===== config.mk =====
export PLATFORM = sky130hd
export DESIGN_NAME = three_phase_compare_with_min_pulse_core
export DESIGN_NICKNAME = d
export VERILOG_FILES = /design/src/rtl/tpcmp_pkg.sv /design/src/rtl/tpcmp_ctrl.sv /design/src/rtl/tpcmp_lane.sv /design/src/rtl/three_phase_compare_with_min_pulse_core.sv
export VERILOG_INCLUDE_DIRS = /design/src /design/src/rtl
export SDC_FILE = /design/constraint.sdc
export NUM_CORES = 2
export LEC_CHECK = 0
export BUFFER_PORTS_ARGS = -buffer_cell sky130_fd_sc_hd__buf_4
export CAP_MARGIN = 20
export CORE_ASPECT_RATIO = 1.75
export CORE_MARGIN = 4
export CORE_UTILIZATION = 60
export CTS_CLUSTER_DIAMETER = 30
export CTS_CLUSTER_SIZE = 10
export DETAILED_ROUTE_END_ITERATION = 7
export GPL_ROUTABILITY_DRIVEN = 0
export PLACE_DENSITY_LB_ADDON = 0.08
export SYNTH_ARGS = -nofsm -noshare
export SYNTH_HDL_FRONTEND = slang
export SYNTH_SLANG_ARGS = --single-unit
export TNS_END_PERCENT = 1

===== constraint.sdc =====
create_clock -name aclk -period 10.46 [get_ports aclk]
set_input_delay 1.046 -clock aclk [delete_from_list [all_inputs] [get_ports aclk]]
set_output_delay 1.046 -clock aclk [all_outputs]
set_load 0.01 [all_outputs]

===== src/rtl/assert_macros.svh =====
// Assertion helpers; compiled out when SYNTH is defined.
`ifndef ASSERT_MACROS_SVH
`define ASSERT_MACROS_SVH

`ifndef SYNTH

`define TPCMP_ASSERT(lbl, clk, rstn, prop) \
    lbl: assert property (@(posedge clk) disable iff (!rstn) (prop)) \
        else $error("tpcmp assertion failed");

`define TPCMP_ASSERT_NEVER(lbl, clk, rstn, cond) \
    lbl: assert property (@(posedge clk) disable iff (!rstn) !(cond)) \
        else $error("tpcmp forbidden condition seen");

`else

`define TPCMP_ASSERT(lbl, clk, rstn, prop)

`define TPCMP_ASSERT_NEVER(lbl, clk, rstn, cond)

`endif

`endif


===== src/rtl/tpcmp_pkg.sv =====
`default_nettype none

package tpcmp_pkg;

    localparam int DUTY_W     = 16;
    localparam int CMP_W      = 16;
    localparam int NUM_STAGES = 4;
    localparam int CFG_IDX_W  = 4;

    localparam logic signed [DUTY_W:0] Q_ONE     = 17'sd16384;
    localparam logic signed [DUTY_W:0] Q_NEG_ONE = -17'sd16384;

    typedef enum logic [CFG_IDX_W-1:0] {
        CFG_PERIOD_MAX = 4'd0,
        CFG_MIN_PULSE  = 4'd1
    } cfg_idx_t;

    // per-stage load strobes from the pipeline control to the lanes
    typedef struct packed {
        logic [NUM_STAGES-1:0] load;
    } pipe_ctrl_t;

endpackage

`default_nettype wire


===== src/rtl/tpcmp_ctrl.sv =====
`default_nettype none

`include "assert_macros.svh"

module tpcmp_ctrl (
    input  wire logic              aclk,
    input  wire logic              aresetn,
    input  wire logic              s_valid,
    output logic                   s_ready,
    output logic                   m_valid,
    input  wire logic              m_ready,
    output tpcmp_pkg::pipe_ctrl_t  pipe_ctrl
);
    import tpcmp_pkg::*;

    logic [NUM_STAGES-1:0] valid_reg;
    logic [NUM_STAGES-1:0] valid_next;
    logic [NUM_STAGES-1:0] rdy;

    always_comb begin
        rdy[NUM_STAGES-1] = !valid_reg[NUM_STAGES-1] || m_ready;
        for (int k = NUM_STAGES - 2; k >= 0; k--) begin
            rdy[k] = !valid_reg[k] || rdy[k+1];
        end
    end

    always_comb begin
        valid_next = valid_reg;
        if (rdy[0]) begin
            valid_next[0] = s_valid;
        end
        for (int k = 1; k < NUM_STAGES; k++) begin
            if (rdy[k]) begin
                valid_next[k] = valid_reg[k-1];
            end
        end
    end

    always_ff @(posedge aclk) begin
        if (!aresetn) begin
            valid_reg <= '0;
        end else begin
            valid_reg <= valid_next;
        end
    end

    assign s_ready        = rdy[0];
    assign m_valid        = valid_reg[NUM_STAGES-1];
    assign pipe_ctrl.load = rdy;

    // empty output stage means the whole chain can move
    `TPCMP_ASSERT(a_empty_out_takes, aclk, aresetn, !m_valid |-> s_ready)
    // a beat leaving the last inner stage lands in the output stage
    `TPCMP_ASSERT(a_no_drop, aclk, aresetn,
                  (valid_reg[NUM_STAGES-2] && rdy[NUM_STAGES-1]) |=> m_valid)
    // a held first-stage beat is not lost while stalled
    `TPCMP_ASSERT(a_hold_s0, aclk, aresetn, (valid_reg[0] && !rdy[0]) |=> valid_reg[0])
    // the stage-1 load strobe never fires while that stage's beat is stuck
    `TPCMP_ASSERT_NEVER(a_load_on_stall, aclk, aresetn,
                        pipe_ctrl.load[1] && valid_reg[1] && !rdy[2])

endmodule

`default_nettype wire


===== src/rtl/tpcmp_lane.sv =====
`default_nettype none

module tpcmp_lane (
    input  wire logic                               aclk,
    input  wire tpcmp_pkg::pipe_ctrl_t              pipe_ctrl,
    input  wire logic [tpcmp_pkg::CMP_W-1:0]        period,
    input  wire logic [tpcmp_pkg::CMP_W-1:0]        min_width,
    input  wire logic signed [tpcmp_pkg::DUTY_W-1:0] duty,
    output logic [tpcmp_pkg::CMP_W-1:0]             compare
);
    import tpcmp_pkg::*;

    logic signed [DUTY_W:0]   duty_ext;
    logic signed [DUTY_W:0]   duty_clamped;
    logic signed [DUTY_W:0]   a_wide;
    logic [DUTY_W-1:0]        a_reg;
    logic [CMP_W-1:0]         pm1;
    logic [2*CMP_W-1:0]       prod_reg;
    logic [CMP_W-1:0]         v;
    logic [CMP_W-1:0]         half;
    logic signed [CMP_W+1:0]  sv;
    logic signed [CMP_W+1:0]  sh;
    logic signed [CMP_W+1:0]  sm;
    logic signed [CMP_W+1:0]  sp_h;
    logic signed [CMP_W+1:0]  sp_m;
    logic [CMP_W-1:0]         v_reg;
    logic                     lt_h_reg;
    logic                     mid_lo_reg;
    logic                     gt_ph_reg;
    logic                     mid_hi_reg;
    logic [CMP_W-1:0]         cmp_next;
    logic [CMP_W-1:0]         cmp_reg;

    // stage 1: clamp to +/-1.0 and form 1 - t
    always_comb begin
        duty_ext = (DUTY_W+1)'(duty);
        if (duty_ext > Q_ONE) begin
            duty_clamped = Q_ONE;
        end else if (duty_ext < Q_NEG_ONE) begin
            duty_clamped = Q_NEG_ONE;
        end else begin
            duty_clamped = duty_ext;
        end
        a_wide = Q_ONE - duty_clamped;
    end

    always_ff @(posedge aclk) begin
        if (pipe_ctrl.load[0]) begin
            a_reg <= a_wide[DUTY_W-1:0];
        end
    end

    // stage 2: scale by period - 1
    assign pm1 = (period != '0) ? period - CMP_W'(1) : '0;

    always_ff @(posedge aclk) begin
        if (pipe_ctrl.load[1]) begin
            prod_reg <= (2*CMP_W)'(a_reg) * (2*CMP_W)'(pm1);
        end
    end

    // stage 3: divide by 32768 and compare against pulse limits
    assign v    = prod_reg[30:15];
    assign half = {1'b0, min_width[CMP_W-1:1]};
    assign sv   = $signed({2'b00, v});
    assign sh   = $signed({2'b00, half});
    assign sm   = $signed({2'b00, min_width});
    assign sp_h = $signed({2'b00, period}) - sh;
    assign sp_m = $signed({2'b00, period}) - sm;

    always_ff @(posedge aclk) begin
        if (pipe_ctrl.load[2]) begin
            v_reg      <= v;
            lt_h_reg   <= sv < sh;
            mid_lo_reg <= (sv > sh) && (sv < sm);
            gt_ph_reg  <= sv > sp_h;
            mid_hi_reg <= (sv < sp_h) && (sv > sp_m);
        end
    end

    // stage 4: apply short-pulse rules in priority order
    always_comb begin
        if (lt_h_reg) begin
            cmp_next = '0;
        end else if (mid_lo_reg) begin
            cmp_next = min_width;
        end else if (gt_ph_reg) begin
            cmp_next = period;
        end else if (mid_hi_reg) begin
            cmp_next = period - min_width;
        end else begin
            cmp_next = v_reg;
        end
    end

    always_ff @(posedge aclk) begin
        if (pipe_ctrl.load[3]) begin
            cmp_reg <= cmp_next;
        end
    end

    assign compare = cmp_reg;

endmodule

`default_nettype wire


===== src/rtl/three_phase_compare_with_min_pulse_core.sv =====
`default_nettype none

// Channel   Ports                                    Dir
// s_        s_valid/s_ready, s_duty_u/v/w            in
// m_        m_valid/m_ready, m_compare_u/v/w         out
// cfg_      cfg_valid/cfg_ready, cfg_index, cfg_data in
//
// Four-stage pipeline: clamp, multiply, limit compare, select.
// One beat per cycle unless m_ready stalls the output; an accepted beat
// passes the stage registers in order and m_valid rises at the last one.
// Reset is synchronous on aresetn; it clears stage valids and loads
// period_max = all ones, min_pulse_ticks = 0. No clearing pass.
// A stall on m_ready backs up stage by stage; bubbles still fill.
module three_phase_compare_with_min_pulse_core #(
    parameter int COUNT_WIDTH = 16
) (
    input  wire logic                                 aclk,
    input  wire logic                                 aresetn,
    input  wire logic                                 s_valid,
    output logic                                      s_ready,
    input  wire logic signed [tpcmp_pkg::DUTY_W-1:0]  s_duty_u,
    input  wire logic signed [tpcmp_pkg::DUTY_W-1:0]  s_duty_v,
    input  wire logic signed [tpcmp_pkg::DUTY_W-1:0]  s_duty_w,
    output logic                                      m_valid,
    input  wire logic                                 m_ready,
    output logic [tpcmp_pkg::CMP_W-1:0]               m_compare_u,
    output logic [tpcmp_pkg::CMP_W-1:0]               m_compare_v,
    output logic [tpcmp_pkg::CMP_W-1:0]               m_compare_w,
    input  wire logic                                 cfg_valid,
    output logic                                      cfg_ready,
    input  wire logic [tpcmp_pkg::CFG_IDX_W-1:0]      cfg_index,
    input  wire logic [tpcmp_pkg::CMP_W-1:0]          cfg_data
);
    import tpcmp_pkg::*;

    localparam int REG_W = (COUNT_WIDTH < CMP_W) ? COUNT_WIDTH : CMP_W;

    logic [REG_W-1:0] period_reg;
    logic [REG_W-1:0] period_next;
    logic [REG_W-1:0] min_width_reg;
    logic [REG_W-1:0] min_width_next;
    logic [CMP_W-1:0] period;
    logic [CMP_W-1:0] min_width;
    pipe_ctrl_t       pipe_ctrl;

    assign cfg_ready = 1'b1;

    always_comb begin
        period_next    = period_reg;
        min_width_next = min_width_reg;
        if (cfg_valid) begin
            unique case (cfg_idx_t'(cfg_index))
                CFG_PERIOD_MAX: period_next    = cfg_data[REG_W-1:0];
                CFG_MIN_PULSE:  min_width_next = cfg_data[REG_W-1:0];
                default: ;
            endcase
        end
    end

    always_ff @(posedge aclk) begin
        if (!aresetn) begin
            period_reg    <= '1;
            min_width_reg <= '0;
        end else begin
            period_reg    <= period_next;
            min_width_reg <= min_width_next;
        end
    end

    assign period    = CMP_W'(period_reg);
    assign min_width = CMP_W'(min_width_reg);

    tpcmp_ctrl u_ctrl (
        .aclk      (aclk),
        .aresetn   (aresetn),
        .s_valid   (s_valid),
        .s_ready   (s_ready),
        .m_valid   (m_valid),
        .m_ready   (m_ready),
        .pipe_ctrl (pipe_ctrl)
    );

    tpcmp_lane u_lane_u (
        .aclk      (aclk),
        .pipe_ctrl (pipe_ctrl),
        .period    (period),
        .min_width (min_width),
        .duty      (s_duty_u),
        .compare   (m_compare_u)
    );

    tpcmp_lane u_lane_v (
        .aclk      (aclk),
        .pipe_ctrl (pipe_ctrl),
        .period    (period),
        .min_width (min_width),
        .duty      (s_duty_v),
        .compare   (m_compare_v)
    );

    tpcmp_lane u_lane_w (
        .aclk      (aclk),
        .pipe_ctrl (pipe_ctrl),
        .period    (period),
        .min_width (min_width),
        .duty      (s_duty_w),
        .compare   (m_compare_w)
    );

endmodule

`default_nettype wire


==> reports/results.ini <==
[run_status]
status = completed

[floorplanning]
core_region_area_sq_um = 65600
dieArea_sq_um = 70700
dieWidth_um = 203
start_util_pct = 60.7
io_pins = 124
placementRows = 124
die_h_um = 349

[timing]
fin_ws_ps = 1030
finalSetupViolCount = 0
max_slew_margin_pct = 23.3
hold_viol_final = 0
rsz0062_at_grt = false
finalMaxSlewViolations = 0
finClkSkew_ps = 16.5
fin_setup_tns_ps = 0
fmax_mhz = 106
finalCritPeriodShare_pct = 90.1
worst_pin_slew_ps = 1140
fin_crit_ps = 9430

[setup_path]
startpoint_type = register
reg2reg_from = period[0]
end_kind = register
cp.arrival_ps = 9740
crit_fanout = 28
slowest_delay_ps = 710
rr_worst_depth = 29
crit_path_top_delay_cell = nor2_4
reg2reg_to = u_lane_u.prod_reg[29]
ff2ff_setup_slack_ps = 1030
worstPathRequired_ps = 10780
crit_type = register to register
crit_top_cell = fa_1

[logic_synthesis]
ys_seq_area_share_pct = 17.2
synthArstFlopShare_pct = 0
synth_area_per_cell_sq_um = 9.19
synth_nets = 5495
synth-warning-count = 0
ys_seq_elements = 240
postSynthCellCount = 4332
syn_area_sq_um = 39800
ys_types = 73
ys.flop_type = edfxtp_1
synth_edf_count = 204

[global_routing]
grt_max_degree = 61
grt_pass1_vias = 33303
antenna_found_initial = 0
track_usage_pct = 33.5
gr-total-overflow = 0
grt_first_pass_wirelength_mm = 183

[clocking]
cts_hold_buffers = 0
clockBufferDepth = 3
clockRootBuffer = clkbuf_16
clock-sinks = 240
cts_made_buffers = 42
cts_tree = done
htree_levels = 2
cts_setup_buffers = 0
cts-resized-gates = 0
clk_pin_slew_ps = 50
clkLatencyLatePin_ps = 580

[final_layout]
finalNonFillerCells = 5279
drive_gt1_share_pct = 6.44
final_cell_mix = inv_1 (806), nand2_1 (607), fa_1 (578), ha_1 (512), and2_1 (281)
diodes = 0
multi_input_area_sq_um = 29400
num-fill-cells = 5619
regArea_sq_um = 6850
syn_to_final_growth_pct = 8.13
fin_nets = 5528
final_common_cell = inv_1

[detailed_routing]
drc = 0
routed_wl_mm = 116
drtAntennaViolNets = 0
routed_via_density = 5.90
drt_iter0_drc = 1617
avgRoutedWirePerCell_um = 22.0
drt_pre_antenna_iters = 6
vias = 31144

[placed_design]
hpwl_mm = 92.5
portBuffers = 122
post-place-ws_ps = 1140
place_inst = 5202

[min_path]
hold_class = register to register
min_to = u_ctrl.valid_reg[2]
hp-start = u_ctrl.valid_reg[1]
whs_path_depth = 2

[flow_run]
maxCapViolCount = 0

## synth_stat cells (9+ instances only)
master | count | area (sq um)
xnor2_1 | 70 | 613
fa_1 | 578 | 11600
and3_1 | 13 | 81.3
clkbuf_1 | 165 | 619
a21oi_1 | 163 | 816
nor4_1 | 16 | 100
or3_1 | 14 | 87.6
o21ai_0 | 105 | 526
a211oi_1 | 42 | 315
edfxtp_1 | 204 | 6130
mux2i_1 | 48 | 480
nor3_1 | 33 | 165
o211ai_1 | 13 | 97.6
nand3_1 | 36 | 180
o21a_1 | 47 | 353
and2_1 | 281 | 1760
nand2b_1 | 32 | 200
nor2_1 | 136 | 510
inv_1 | 808 | 3030
buf_1 | 11 | 41.3
nand4_1 | 39 | 244
nor3b_1 | 9 | 67.6
ha_1 | 512 | 6410
nand2_1 | 609 | 2290
nor2b_1 | 69 | 432
or2_2 | 11 | 68.8
a21o_1 | 64 | 480
xor2_1 | 32 | 280
a2111oi_0 | 16 | 140
dfxtp_1 | 36 | 721
## critical path, delay by kind of cell, from the launching register on
family / cells / cell delay, ps
AOI/OAI and AO/OA: 9 / 2330
xor gates and xnor gates: 1 / 80
adders and majority gates: 8 / 3670
buffers and inverters: 6 / 970
DFF: 1 / 650
and+or+nand+nor: 5 / 1420
## layout make-up
type / count / share of cell area (%)
repair buffers: 168 / 2.93
clock buffers: 51 / 2.66
multi-input cells: 3105 / 68.3
well taps: 882 / 2.56
clock inverters: 25 / 0.593
flip-flops and latches: 240 / 15.9
inverters: 808 / 7.04
## kinds of logic after synthesis
logic type               Yosys count  synth area share (%)
AO/OA/AOI/OAI                    541                  8.77
multiplexers                      53                  1.35
flip-flops                       240                  17.2
XOR/XNOR                         102                  2.24
adder cells (fa/ha/maj)         1090                  45.2
buffers and inverters            987                  9.32
AND/OR/NAND/NOR                 1318                  16.0
other                              1               0.00942
## per-layer routing
metal | track usage (%) | up-vias | part of all wire (%)
li1 | - | 13943 | -
met1 | 35.6 | 15479 | 34
met2 | 62.2 | 1249 | 52
met3 | 3.57 | 473 | 5.1
met4 | 22.2 | 0 | 8.6
met5 | 0 | - | 0
## through the flow
step | instance area [sq um] | util [%] | hold slack (ps)
6_report | 43100 | 65.6 | 491
2_1_floorplan | 39800 | - | 441
5_1_grt | 43100 | 65.6 | 521
4_1_cts | 43000 | 65.6 | 500
3_3_place_gp | 41600 | 63.5 | 457
3_5_place_dp | 41600 | 63.5 | 488
## how the worst max path moves through the flow
stage                          from                    end  slack [ps]  depth (start not counted)
after floorplan           period[0]  u_lane_u.prod_reg[29]        2280                         31
after global placement    period[0]  u_lane_v.prod_reg[30]        1220                         26
after detailed placement  period[0]  u_lane_v.prod_reg[30]        1140                         24
after CTS                 period[0]  u_lane_v.prod_reg[30]        1110                         24
after global routing      period[0]  u_lane_u.prod_reg[29]         500                         29
final                     period[0]  u_lane_u.prod_reg[29]        1030                         29
Power is not shown: default switching activity piles up to over one toggle a cycle in this logic, so the estimate is an artifact.
